[src/hw/rtl/omni_wheel_drive_mixer_defines.svh]
// assertion macros for the omni wheel drive mixer
// used by omni_wheel_drive_mixer.sv, no other dependencies
`ifndef OMNI_WHEEL_DRIVE_MIXER_DEFINES_SVH
`define OMNI_WHEEL_DRIVE_MIXER_DEFINES_SVH
`ifndef SYNTHESIS
`define OWDM_ASSERT(lbl, clk, rst, prop) \
   lbl: assert property (@(posedge clk) disable iff (rst) (prop)) \
      else $error("assertion failed");
`define OWDM_ASSERT_IMPL(lbl, clk, rst, ante, cons) \
   lbl: assert property (@(posedge clk) disable iff (rst) (ante) |-> cons) \
      else $error("assertion failed");
`else
`define OWDM_ASSERT(lbl, clk, rst, prop)
`define OWDM_ASSERT_IMPL(lbl, clk, rst, ante, cons)
`endif
`endif

[src/hw/rtl/owdm_pkg.sv]
// constants, types and the quarter sine table of the omni wheel drive mixer
// no dependencies
`default_nettype none
package owdm_pkg;
   localparam int FRACTION_BITS = 14;
   localparam int DUTY_MAX = 255;
   localparam int DUTY_W = 8;
   localparam int WHEELS = 4;
   localparam int FAC_W = FRACTION_BITS + 2;
   localparam int MAG_W = FRACTION_BITS + 1;
   localparam int QUO_W = FRACTION_BITS + 2;
   localparam int NUM_W = MAG_W + FRACTION_BITS;
   localparam int SC_W = QUO_W + 1;
   localparam int PROD_W = SC_W + 9;
   localparam int P_W = PROD_W + 1;
   localparam int IDX_W = 7;
   localparam int ANG_W = 9;

   localparam logic [DUTY_W-1:0] DUTY_FULL = DUTY_W'(DUTY_MAX);

   localparam logic [1:0] OP_RUN = 2'd0;
   localparam logic [1:0] OP_BRAKE = 2'd1;
   localparam logic [1:0] OP_COAST = 2'd2;

   localparam logic [1:0] CSR_DRIVE_SPEED = 2'd0;
   localparam logic [1:0] CSR_CORRECTION_POWER = 2'd1;
   localparam logic [1:0] CSR_DEADBAND_LOW = 2'd2;
   localparam logic [1:0] CSR_DEADBAND_HIGH = 2'd3;

   localparam logic [ANG_W-1:0] MOUNT_DEG [WHEELS] = '{9'd40, 9'd140, 9'd225, 9'd315};

   typedef logic [MAG_W-1:0] qsin_table_type [0:90];
   typedef logic signed [FAC_W-1:0] factor_type;

   typedef struct packed {
      logic [1:0] op;
      logic scale;
      logic signed [8:0] add;
      factor_type [WHEELS-1:0] fac;
   } side_type;

   function automatic longint round_q30(longint v);
      longint r;
      if (v >= 0) begin
         r = (v + (longint'(1) << 29)) >>> 30;
      end else begin
         r = -((-v + (longint'(1) << 29)) >>> 30);
      end
      return r;
   endfunction

   // 1 degree rotation recurrence in q30, rounded to the fraction width
   function automatic qsin_table_type build_qsin_table();
      qsin_table_type t;
      longint c;
      longint s;
      longint nc;
      longint ns;
      longint r;
      longint sp;
      c = longint'(1) << 30;
      s = 0;
      for (int k = 0; k <= 90; k++) begin
         sp = (s < 0) ? 0 : s;
         r = (sp + (longint'(1) << (29 - FRACTION_BITS))) >>> (30 - FRACTION_BITS);
         if (r > (longint'(1) << FRACTION_BITS)) begin
            r = longint'(1) << FRACTION_BITS;
         end
         t[k] = r[MAG_W-1:0];
         nc = round_q30(c * 64'sd1073578288 - s * 64'sd18739379);
         ns = round_q30(s * 64'sd1073578288 + c * 64'sd18739379);
         c = nc;
         s = ns;
      end
      return t;
   endfunction

   localparam qsin_table_type QSIN_TABLE = build_qsin_table();
endpackage
`default_nettype wire

[src/hw/rtl/owdm_div.sv]
// pipelined restoring divider, one quotient bit per stage
// depends on owdm_pkg
`default_nettype none
module owdm_div (
   input  wire logic clock,
   input  wire logic [owdm_pkg::NUM_W-1:0] num,
   input  wire logic [owdm_pkg::MAG_W-1:0] den,
   output logic [owdm_pkg::QUO_W-1:0] quo
);
   localparam int CMP_W = owdm_pkg::MAG_W + owdm_pkg::QUO_W;

   logic [owdm_pkg::NUM_W-1:0] rem_ff [owdm_pkg::QUO_W];
   logic [owdm_pkg::MAG_W-1:0] den_ff [owdm_pkg::QUO_W];
   logic [owdm_pkg::QUO_W-1:0] quo_ff [owdm_pkg::QUO_W];

   for (genvar s = 0; s < owdm_pkg::QUO_W; s++) begin : g_stage
      localparam int B = owdm_pkg::QUO_W - 1 - s;
      logic [owdm_pkg::NUM_W-1:0] rem_prev;
      logic [owdm_pkg::MAG_W-1:0] den_prev;
      logic [owdm_pkg::QUO_W-1:0] quo_prev;
      logic [CMP_W-1:0] trial;
      logic [CMP_W-1:0] rem_ext;
      logic [owdm_pkg::NUM_W-1:0] rem_in;
      logic [owdm_pkg::QUO_W-1:0] quo_in;

      if (s == 0) begin : g_first
         assign rem_prev = num;
         assign den_prev = den;
         assign quo_prev = '0;
      end else begin : g_next
         assign rem_prev = rem_ff[s-1];
         assign den_prev = den_ff[s-1];
         assign quo_prev = quo_ff[s-1];
      end

      always_comb begin
         trial = CMP_W'(den_prev) << B;
         rem_ext = CMP_W'(rem_prev);
         if (rem_ext >= trial) begin
            rem_in = owdm_pkg::NUM_W'(rem_ext - trial);
            quo_in = {quo_prev[owdm_pkg::QUO_W-2:0], 1'b1};
         end else begin
            rem_in = rem_prev;
            quo_in = {quo_prev[owdm_pkg::QUO_W-2:0], 1'b0};
         end
      end

      always_ff @(posedge clock) begin
         rem_ff[s] <= rem_in;
         den_ff[s] <= den_prev;
         quo_ff[s] <= quo_in;
      end
   end

   assign quo = quo_ff[owdm_pkg::QUO_W-1];
endmodule
`default_nettype wire

[config.mk]
export PLATFORM = sky130hd
export DESIGN_NAME = owdm_div
export DESIGN_NICKNAME = d
export VERILOG_FILES = /design/src/hw/rtl/omni_wheel_drive_mixer_defines.svh /design/src/hw/rtl/owdm_pkg.sv /design/src/hw/rtl/owdm_div.sv
export SDC_FILE = /design/constraint.sdc
export NUM_CORES = 1
export LEC_CHECK = 0
export BUFFER_PORTS_ARGS = -buffer_cell sky130_fd_sc_hd__buf_2
export CAP_MARGIN = 20
export CELL_PAD_IN_SITES_DETAIL_PLACEMENT = 1
export CELL_PAD_IN_SITES_GLOBAL_PLACEMENT = 1
export CORE_ASPECT_RATIO = 1.75
export CORE_MARGIN = 2
export CORE_UTILIZATION = 30
export CTS_CLUSTER_SIZE = 40
export DETAILED_ROUTE_END_ITERATION = 12
export GPL_ROUTABILITY_DRIVEN = 0
export HOLD_SLACK_MARGIN = 0.1
export PLACE_DENSITY = 0.61
export SYNTH_ARGS = -nofsm -noshare
export SYNTH_HDL_FRONTEND = slang
export SYNTH_SLANG_ARGS = --single-unit
[constraint.sdc]
create_clock -name clock -period 7.4 [get_ports clock]
set_input_delay 0.74 -clock clock [delete_from_list [all_inputs] [get_ports clock]]
set_output_delay 0.74 -clock clock [all_outputs]
set_load 0.03 [all_outputs]
==> out/results.ini, run 1 <==
[outcome]
outcome = finished clean

[synth]
yosysSeqAreaShare_pct = 49.8
synth_edf_count = 0
syn_area_per_cell_sq_um = 9.82
syn_area_sq_mm = 0.0320
synth.distinct_cells = 78
postSynth.asyncResetShare_pct = 0
synth_nets = 3558
ys_ff_latch = 796
postSynthCellCount = 3259
ys.warnings.count = 0
synthFlopType = dfxtp_1

[die]
dieArea_sq_mm = 0.109
die_h_um = 436
rows = 158
coreArea_sq_mm = 0.106
ioPinCount = 61
die_w_um = 251
start_util_pct = 30.2

[route]
viasPerCell = 4.81
routed_wirelength_um = 80300
first_pass_iters = 4
drc = 0
ant_nets = 0
wl_per_cell_um = 16.8
drtIter0Drc = 561
via_count = 23000

[timing]
rsz0062_at_grt = false
relSlewSlack_pct = 28.8
post-route-period-util_pct = 50.8
max_freq_mhz = 266
setup_violations = 0
maxSlewViolCount = 0
worst_pin_slew_ps = 1060
fin_ws_ps = 3640
fin_skew_ps = 32.9
timing.setup.tns_ps = 0
hold_violations = 0
min_period_ps = 3760

[clock_tree]
cts_buffer_depth = 3
cts_tree = built
cts_hold_buf = 0
post_cts.repair.setup_buffers = 0
cts_resized = 0
clockRootBuffer = clkbuf_16
insertion_delay_ps = 670
cts_sinks = 796
path_clk_slew_ps = 60
cts-buffers-inserted = 79
h-tree-depth = 3

[global_route]
grt_pass1_wl_um = 127000
grt-busiest-layer = met2
grt_pass1_vias = 25400
track_usage_pct = 14.8
grt_use_met2_pct = 33.3
grt-ovfl-total = 0
antenna_found_initial = 0
grt_max_degree = 35
met3_usage_pct = 1.97
met1_usage_pct = 10.1

[finish]
mostFrequentLayoutCell = dfxtp_1
instances_no_fill = 4776
nFillCells = 12100
fin_nets = 3656
drive_above_1_share_pct = 8.11
final_cell_mix = dfxtp_1 (796), inv_1 (306), nand2_1 (267)
diodes = 0
post-route-util_pct = 34.5
syn_to_final_growth_pct = 14.3

[critical_path]
critical_path_peak_fanout = 32
worstSetupPathType = reg -> reg
crit_arrival_ps = 4300
worst_path_largest_cell_delay_ps = 660
critPathRequiredTime_ps = 7940
end_kind = flop
path_cells = inv_1 > ha_1 > inv_1 > fa_1 > a21o_1 > a21oi_1 > nand2b_1 > a21oi_1 > a221o_1 > a2111oi_4 > buf_4 > mux2_2
cp-start-kind = flop
crit_slowest_cell = a2111oi_4

[place]
dp_cells = 4634
io_buffers = 60
hpwlAfterDp_um = 65100
place_ws_ps = 3250

[power]
p_per_area_mw_per_mm2 = 443
p_leak_nw = 15.8
vdd_ir_drop_max_uv = 206

[run]
cap_violations = 0

[hold_path]
hold_class = in -> reg

==> state kept, by name (all words and copies together), names as in the netlist <==
signal	cells
rem_ff	435
den_ff	225
quo_ff	136
==> where the power goes <==
group / switching [mW] / internal, mW
sequential: 0.673 / 5.47
combinational: 3.45 / 2.59
clock: 1.69 / 2.34
total: 5.81 / 10.4
==> synth_stat cells (33+ instances only) <==
master,number,share of area (%)
nand2b_1,33,0.65
a21o_1,69,1.6
ha_1,239,9.3
nand2_1,267,3.1
inv_1,306,3.6
nor3_1,78,1.2
mux2_2,45,1.6
xnor2_1,128,3.5
nor2_1,158,1.9
xor2_1,120,3.3
dfxtp_1,796,50
nor4_1,48,0.94
nor2b_1,38,0.74
a21oi_1,161,2.5
o21ai_0,226,3.5
o21a_1,33,0.77
nand3_1,51,0.80
clkbuf_1,52,0.61
==> through the flow <==
stage / hold WS, ps / power, mW / cell area (sq um)
floorplan: 310 / 10.6 / 32000
detailed placement: 313 / 12.4 / 33900
CTS: 123 / 16.5 / 36500
global route: 159 / 17.4 / 36600
finish: 179 / 16.2 / 36600
global placement: 311 / 12.2 / 33900
==> worst paths after layout <==
check	cells after the start	endpoint	slack [ps]	startpoint
setup / recovery	12	rem_ff[1][176]	3640	rem_ff[1][146]
hold / removal	1	rem_ff[0][0]	180	num[0]
setup reg to reg	12	rem_ff[1][176]	3640	rem_ff[1][146]
hold reg to reg	0	quo_ff[0][100]	320	quo_ff[0][83]
==> cell type report <==
type,count,area (sq um),share of cell area [%]
well taps,1360,1700,4.65
clock buffers,118,2300,6.30
inverters,307,1150,3.15
clock inverters,22,310,0.849
repair buffers,76,430,1.18
flip-flops and latches,796,15900,43.6
multi-input cells,2097,14700,40.3
==> critical path, delay by kind of cell (launching register included) <==
kind,cells,cell delay [ps]
buf+inv,3,530
mux,1,370
simple gates,1,180
fa+ha+maj,2,560
compound gates,5,1680
flops,1,290
==> per-layer routing <==
metal,up-vias,routed length (um)
met5,-,0
met1,11000,22600
li1,11400,-
met2,311,49600
met4,0,6160
met3,220,1950
==> cell families (layout without fill, tap and decap cells) <==
logic type	Yosys count	after routing	share of synthesized area, %
AO/OA/AOI/OAI	686	686	13.4
AND/OR/NAND/NOR	853	853	13.4
multiplexers	56	56	1.94
buffers and inverters	366	523	4.35
flip-flops	796	796	49.8
XOR/XNOR	248	248	6.79
adder cells (fa/ha/maj)	254	254	10.3
No activity file was read; power rests on OpenSTA's default activity.
==> run 2, diff against run 1 <==
--- a/config.mk
+++ b/config.mk
@@ -16,7 +16,7 @@
 export DETAILED_ROUTE_END_ITERATION = 12
 export GPL_ROUTABILITY_DRIVEN = 0
 export HOLD_SLACK_MARGIN = 0.1
-export PLACE_DENSITY = 0.61
+export PLACE_DENSITY = 0.62
 export SYNTH_ARGS = -nofsm -noshare
 export SYNTH_HDL_FRONTEND = slang
 export SYNTH_SLANG_ARGS = --single-unit
==> constraint.sdc (replaced) <==
create_clock -name clock -period 3.2 [get_ports clock]
set_input_delay 0.32 -clock clock [delete_from_list [all_inputs] [get_ports clock]]
set_output_delay 0.32 -clock clock [all_outputs]
set_load 0.03 [all_outputs]
==> out/results.ini, run 2 (synthesis results as in run 1) <==
[critical_path]
path_cells = or3_1 > or2_1 > or3_1 > or4_4 > or3_4 > a2111oi_4 > buf_6 > mux2_2
end_kind = flop
crit_top_cell = or3_1
crit_slowest_cell = or4_4
reg2reg_depth = 8
critPathRequiredTime_ps = 3750
cp-start-kind = flop
worst_path_largest_cell_delay_ps = 440
crit_arrival_ps = 3680
worstSetupPathType = reg -> reg
critical_path_peak_fanout = 7

[clock_tree]
path_clk_slew_ps = 60
insertion_delay_ps = 670
h-tree-depth = 3
cts_tree = built
cts-buffers-inserted = 79
clockRootBuffer = clkbuf_16
cts_sinks = 796
cts_buffer_depth = 3

[die]
ioPinCount = 61
die_h_um = 436
rows = 158
dieArea_sq_mm = 0.109
coreArea_sq_mm = 0.106
start_util_pct = 30.2
die_w_um = 251

[global_route]
grt-ovfl-total = 0
antenna_found_initial = 0
grt_pass1_vias = 26600
grt_max_degree = 33
track_usage_pct = 15.3
grt_pass1_wl_um = 131000

[route]
viasPerCell = 4.80
drc = 0
drtIter0Drc = 586
wl_per_cell_um = 16.8
first_pass_iters = 6
routed_wirelength_um = 83500
ant_nets = 0
via_count = 23800

[timing]
relSlewSlack_pct = 52.8
worst_pin_slew_ps = 702
min_period_ps = 3130
rsz0062_at_grt = true
maxSlewViolCount = 0
setup_violations = 0
timing.hold.ws_ps = 290
max_freq_mhz = 320
post-route-period-util_pct = 97.8
hold_violations = 0
fin_skew_ps = 22.7

[finish]
regMostFlops = rem_ff
final-seq-area_sq_mm = 0.0159
reg_top3 = rem_ff: 435 flops, den_ff: 225 flops, quo_ff: 136 flops
mostFrequentLayoutCell = dfxtp_1
final_cell_mix = dfxtp_1 (796), inv_1 (306), nand2_1 (267)
instances_no_fill = 4969
syn_to_final_growth_pct = 20.3
largest_reg_flops = 435
multi_input_area_sq_mm = 0.0149
nFillCells = 12000
fin_nets = 3845
diodes = 0
drive_above_1_share_pct = 12.7

[power]
power_mw = 39.3
vdd_ir_drop_max_uv = 447
p_per_area_mw_per_mm2 = 1020
p_leak_nw = 16.8

[run]
cap_violations = 0

[place]
dp_cells = 4780
io_buffers = 60
hpwlAfterDp_um = 67200

[hold_path]
whs_path_depth = 2
hold_class = in -> reg

[outcome]
outcome = finished clean

run 2: routing by layer:
metal,GRT usage (%),routed length (um)
met1,9.98,23000
met2,35.5,53100
met3,2.26,2040
met4,9.87,5390
met5,0,0
run 2: path summary, 6_finish.rpt:
check	start	to	slack [ps]
setup / recovery	rem_ff[1][163]	rem_ff[1][176]	70
hold / removal	num[0]	rem_ff[0][0]	290
hold reg to reg	quo_ff[1][104]	quo_ff[1][121]	320
setup reg to reg	rem_ff[1][163]	rem_ff[1][176]	70
run 2: cell type report:
class / instances / area share [%]
tap: 1360 / 4.42
inverter: 307 / 2.99
multi-input combinational: 2097 / 38.6
clock inverter: 38 / 1.57
timing repair buffer: 265 / 5.26
clock buffer: 106 / 5.74
sequential: 796 / 41.4
run 2: critical path, delay by kind of cell (launching register included):
kind | cells | cell delay, ps
and+or+nand+nor | 5 | 1770
AOI/OAI and AO/OA | 1 | 410
muxes | 1 | 340
DFF | 1 | 310
buffers and inverters | 1 | 200
run 2: stage by stage:
stage / setup slack, ps / setup TNS [ps] / utilization, % / cell area [sq um]
final: 71.2 / 0 / 36.3 / 38500
after global routing: -59.2 / -144 / 36.3 / 38500
after CTS: 6.27 / 0 / 36.2 / 38300
after detailed placement: -326 / -1760 / 33.1 / 35100
after global placement: -258 / -1530 / 33.1 / 35100
after floorplan: 107 / 0 / - / 32000
run 2: timing repair:
item,CTS,global route
hold buffers,44,0
pin swaps,0,4
endpoints found under the setup margin,13,68
hold endpoints to repair,44,0
resized for setup,6,33
buffers inserted,0,1
run 2: report_power, final:
| group | internal (mW) | leakage, nW | switching (mW) |
|---|---|---|---|
| Combinational | 6.87 | 8.79 | 8.32 |
| Sequential | 12.7 | 6.69 | 1.58 |
| Clock | 5.82 | 1.34 | 4.07 |
| Total | 25.3 | 16.8 | 14.0 |
==> run 3, diff against run 2 <==
--- a/config.mk
+++ b/config.mk
@@ -7,16 +7,17 @@
 export LEC_CHECK = 0
 export BUFFER_PORTS_ARGS = -buffer_cell sky130_fd_sc_hd__buf_2
 export CAP_MARGIN = 20
-export CELL_PAD_IN_SITES_DETAIL_PLACEMENT = 1
-export CELL_PAD_IN_SITES_GLOBAL_PLACEMENT = 1
+export CELL_PAD_IN_SITES_DETAIL_PLACEMENT = 2
+export CELL_PAD_IN_SITES_GLOBAL_PLACEMENT = 2
 export CORE_ASPECT_RATIO = 1.75
 export CORE_MARGIN = 2
 export CORE_UTILIZATION = 30
 export CTS_CLUSTER_SIZE = 40
 export DETAILED_ROUTE_END_ITERATION = 12
 export GPL_ROUTABILITY_DRIVEN = 0
+export GPL_TIMING_DRIVEN = 0
 export HOLD_SLACK_MARGIN = 0.1
-export PLACE_DENSITY = 0.62
+export PLACE_DENSITY = 0.71
 export SYNTH_ARGS = -nofsm -noshare
 export SYNTH_HDL_FRONTEND = slang
 export SYNTH_SLANG_ARGS = --single-unit
==> out/results.ini, run 3 (synthesis results as in run 1) <==
[global_route]
track_usage_pct = 18.3
grt_pass1_vias = 28400
grt_max_degree = 16
antenna_found_initial = 1
grt_pass1_wl_um = 153000
grt-ovfl-total = 0

[route]
drtIter0Drc = 527
first_pass_iters = 4
ant_nets = 0
drc = 0
wl_per_cell_um = 20.4
viasPerCell = 4.96
via_count = 24400
routed_wirelength_um = 100000

[finish]
fin_nets = 3788
final-seq-area_sq_mm = 0.0159
final_cell_mix = dfxtp_1 (788), inv_1 (303), nand2_1 (265)
reg_top3 = rem_ff: 435 flops, den_ff: 225 flops, quo_ff: 136 flops
drive_above_1_share_pct = 13.3
instances_no_fill = 4913
syn_to_final_growth_pct = 20.6
nFillCells = 11500
mostFrequentLayoutCell = dfxtp_1
regMostFlops = rem_ff
multi_input_area_sq_mm = 0.0155
largest_reg_flops = 435
fin_area_sq_mm = 0.0386

[timing]
max_freq_mhz = 315
min_period_ps = 3170
worst_pin_slew_ps = 829
hold_violations = 0
setup_violations = 0
rsz0062_at_grt = true
fin_skew_ps = 27.7
timing.setup.tns_ps = 0
timing.hold.ws_ps = 201
post-route-period-util_pct = 99.1
relSlewSlack_pct = 44.3
maxSlewViolCount = 0
fin_ws_ps = 28.9

[critical_path]
end_kind = flop
path_buf_inv = 4
path_cells = inv_1 > ha_1 > clkbuf_1 > a21oi_1 > o21ai_0 > a311o_1 > a211oi_2 > clkbuf_2 > clkinvlp_4 > mux2_2
crit_slowest_cell = a311o_1
critPathRequiredTime_ps = 3760
worst_path_largest_cell_delay_ps = 410
critical_path_peak_fanout = 10
crit_arrival_ps = 3730
worstSetupPathType = reg -> reg
cp-start-kind = flop
path_delay_family = compound AO/OA/AOI/OAI gates

[clock_tree]
clockRootBuffer = clkbuf_16
path_clk_slew_ps = 60
cts-buffers-inserted = 81
cts_tree = built
insertion_delay_ps = 680
cts_buffer_depth = 3
cts_sinks = 796
h-tree-depth = 3

[place]
io_buffers = 60
place_ws_ps = -1360
hpwlAfterDp_um = 78600
placed_area_sq_mm = 0.0340
dp_cells = 4686

[die]
coreArea_sq_mm = 0.106
die_w_um = 251
start_util_pct = 30.2
ioPinCount = 61
rows = 158
dieArea_sq_mm = 0.109
die_h_um = 436

[outcome]
outcome = finished clean

[power]
vdd_ir_drop_max_uv = 420
p_leak_nw = 16.6
p_per_area_mw_per_mm2 = 1030

[run]
cap_violations = 0

[hold_path]
hold_class = in -> reg

-- run 3: worst paths after layout --
| check | startpoint | cells after the start | slack (ps) | to |
|---|---|---|---|---|
| setup / recovery | den_ff[0][58] | 10 | 30 | rem_ff[0][140] |
| hold / removal | den[0] | 4 | 200 | rem_ff[0][16] |
| setup reg to reg | den_ff[0][58] | 10 | 30 | rem_ff[0][140] |
| hold reg to reg | quo_ff[0][85] | 0 | 320 | quo_ff[0][102] |
-- run 3: repair_timing --
item                       in CTS  in global routing
setup endpoints to repair     304                157
hold buffers                   42                  3
gates resized for setup       174                 87
cloned                          2                  0
hold endpoints to repair       44                  2
pin swaps                      20                 34
buffers inserted               20                 19
-- run 3: layer usage --
layer	track usage, %	vias to the layer above	wire [um]
li1	-	11700	-
met1	11.3	11900	25500
met2	42.0	414	63900
met3	2.23	306	2090
met4	15.0	0	8510
met5	0	-	0
-- run 3: layout make-up --
type | count | share of cell area (%)
clock buffers | 119 | 6.17
plain buffers | 53 | 0.985
clock inverters | 27 | 1.00
multi-input cells | 2097 | 40.1
diodes | 1 | 0.00648
repair buffers | 153 | 2.99
well taps | 1360 | 4.41
inverters | 307 | 3.00
flip-flops and latches | 796 | 41.3
-- run 3: through the flow --
stage	utilization [%]	power, mW
after floorplan	-	24.5
after CTS	35.9	39.9
after global placement	32.1	28.5
after detailed placement	32.1	29.1
final	36.4	39.9
after global routing	36.4	42.7
-- run 3: power by group --
part           internal (mW)  switching (mW)  leakage (nW)  total, mW
sequential              12.7            1.68          6.69       14.3
combinational           6.63            9.06          8.56       15.7
clock                   5.76            4.09          1.36       9.85
total                   25.1            14.8          16.6       39.9
-- run 3: worst reg2reg max path, cell delays in order, from the launching register on --
cell and delay (ps):
dfxtp_1 350, inv_1 50, ha_1 260, clkbuf_1 200
a21oi_1 210, o21ai_0 140, a311o_1 410, a211oi_2 300
clkbuf_2 390, clkinvlp_4 380, mux2_2 370
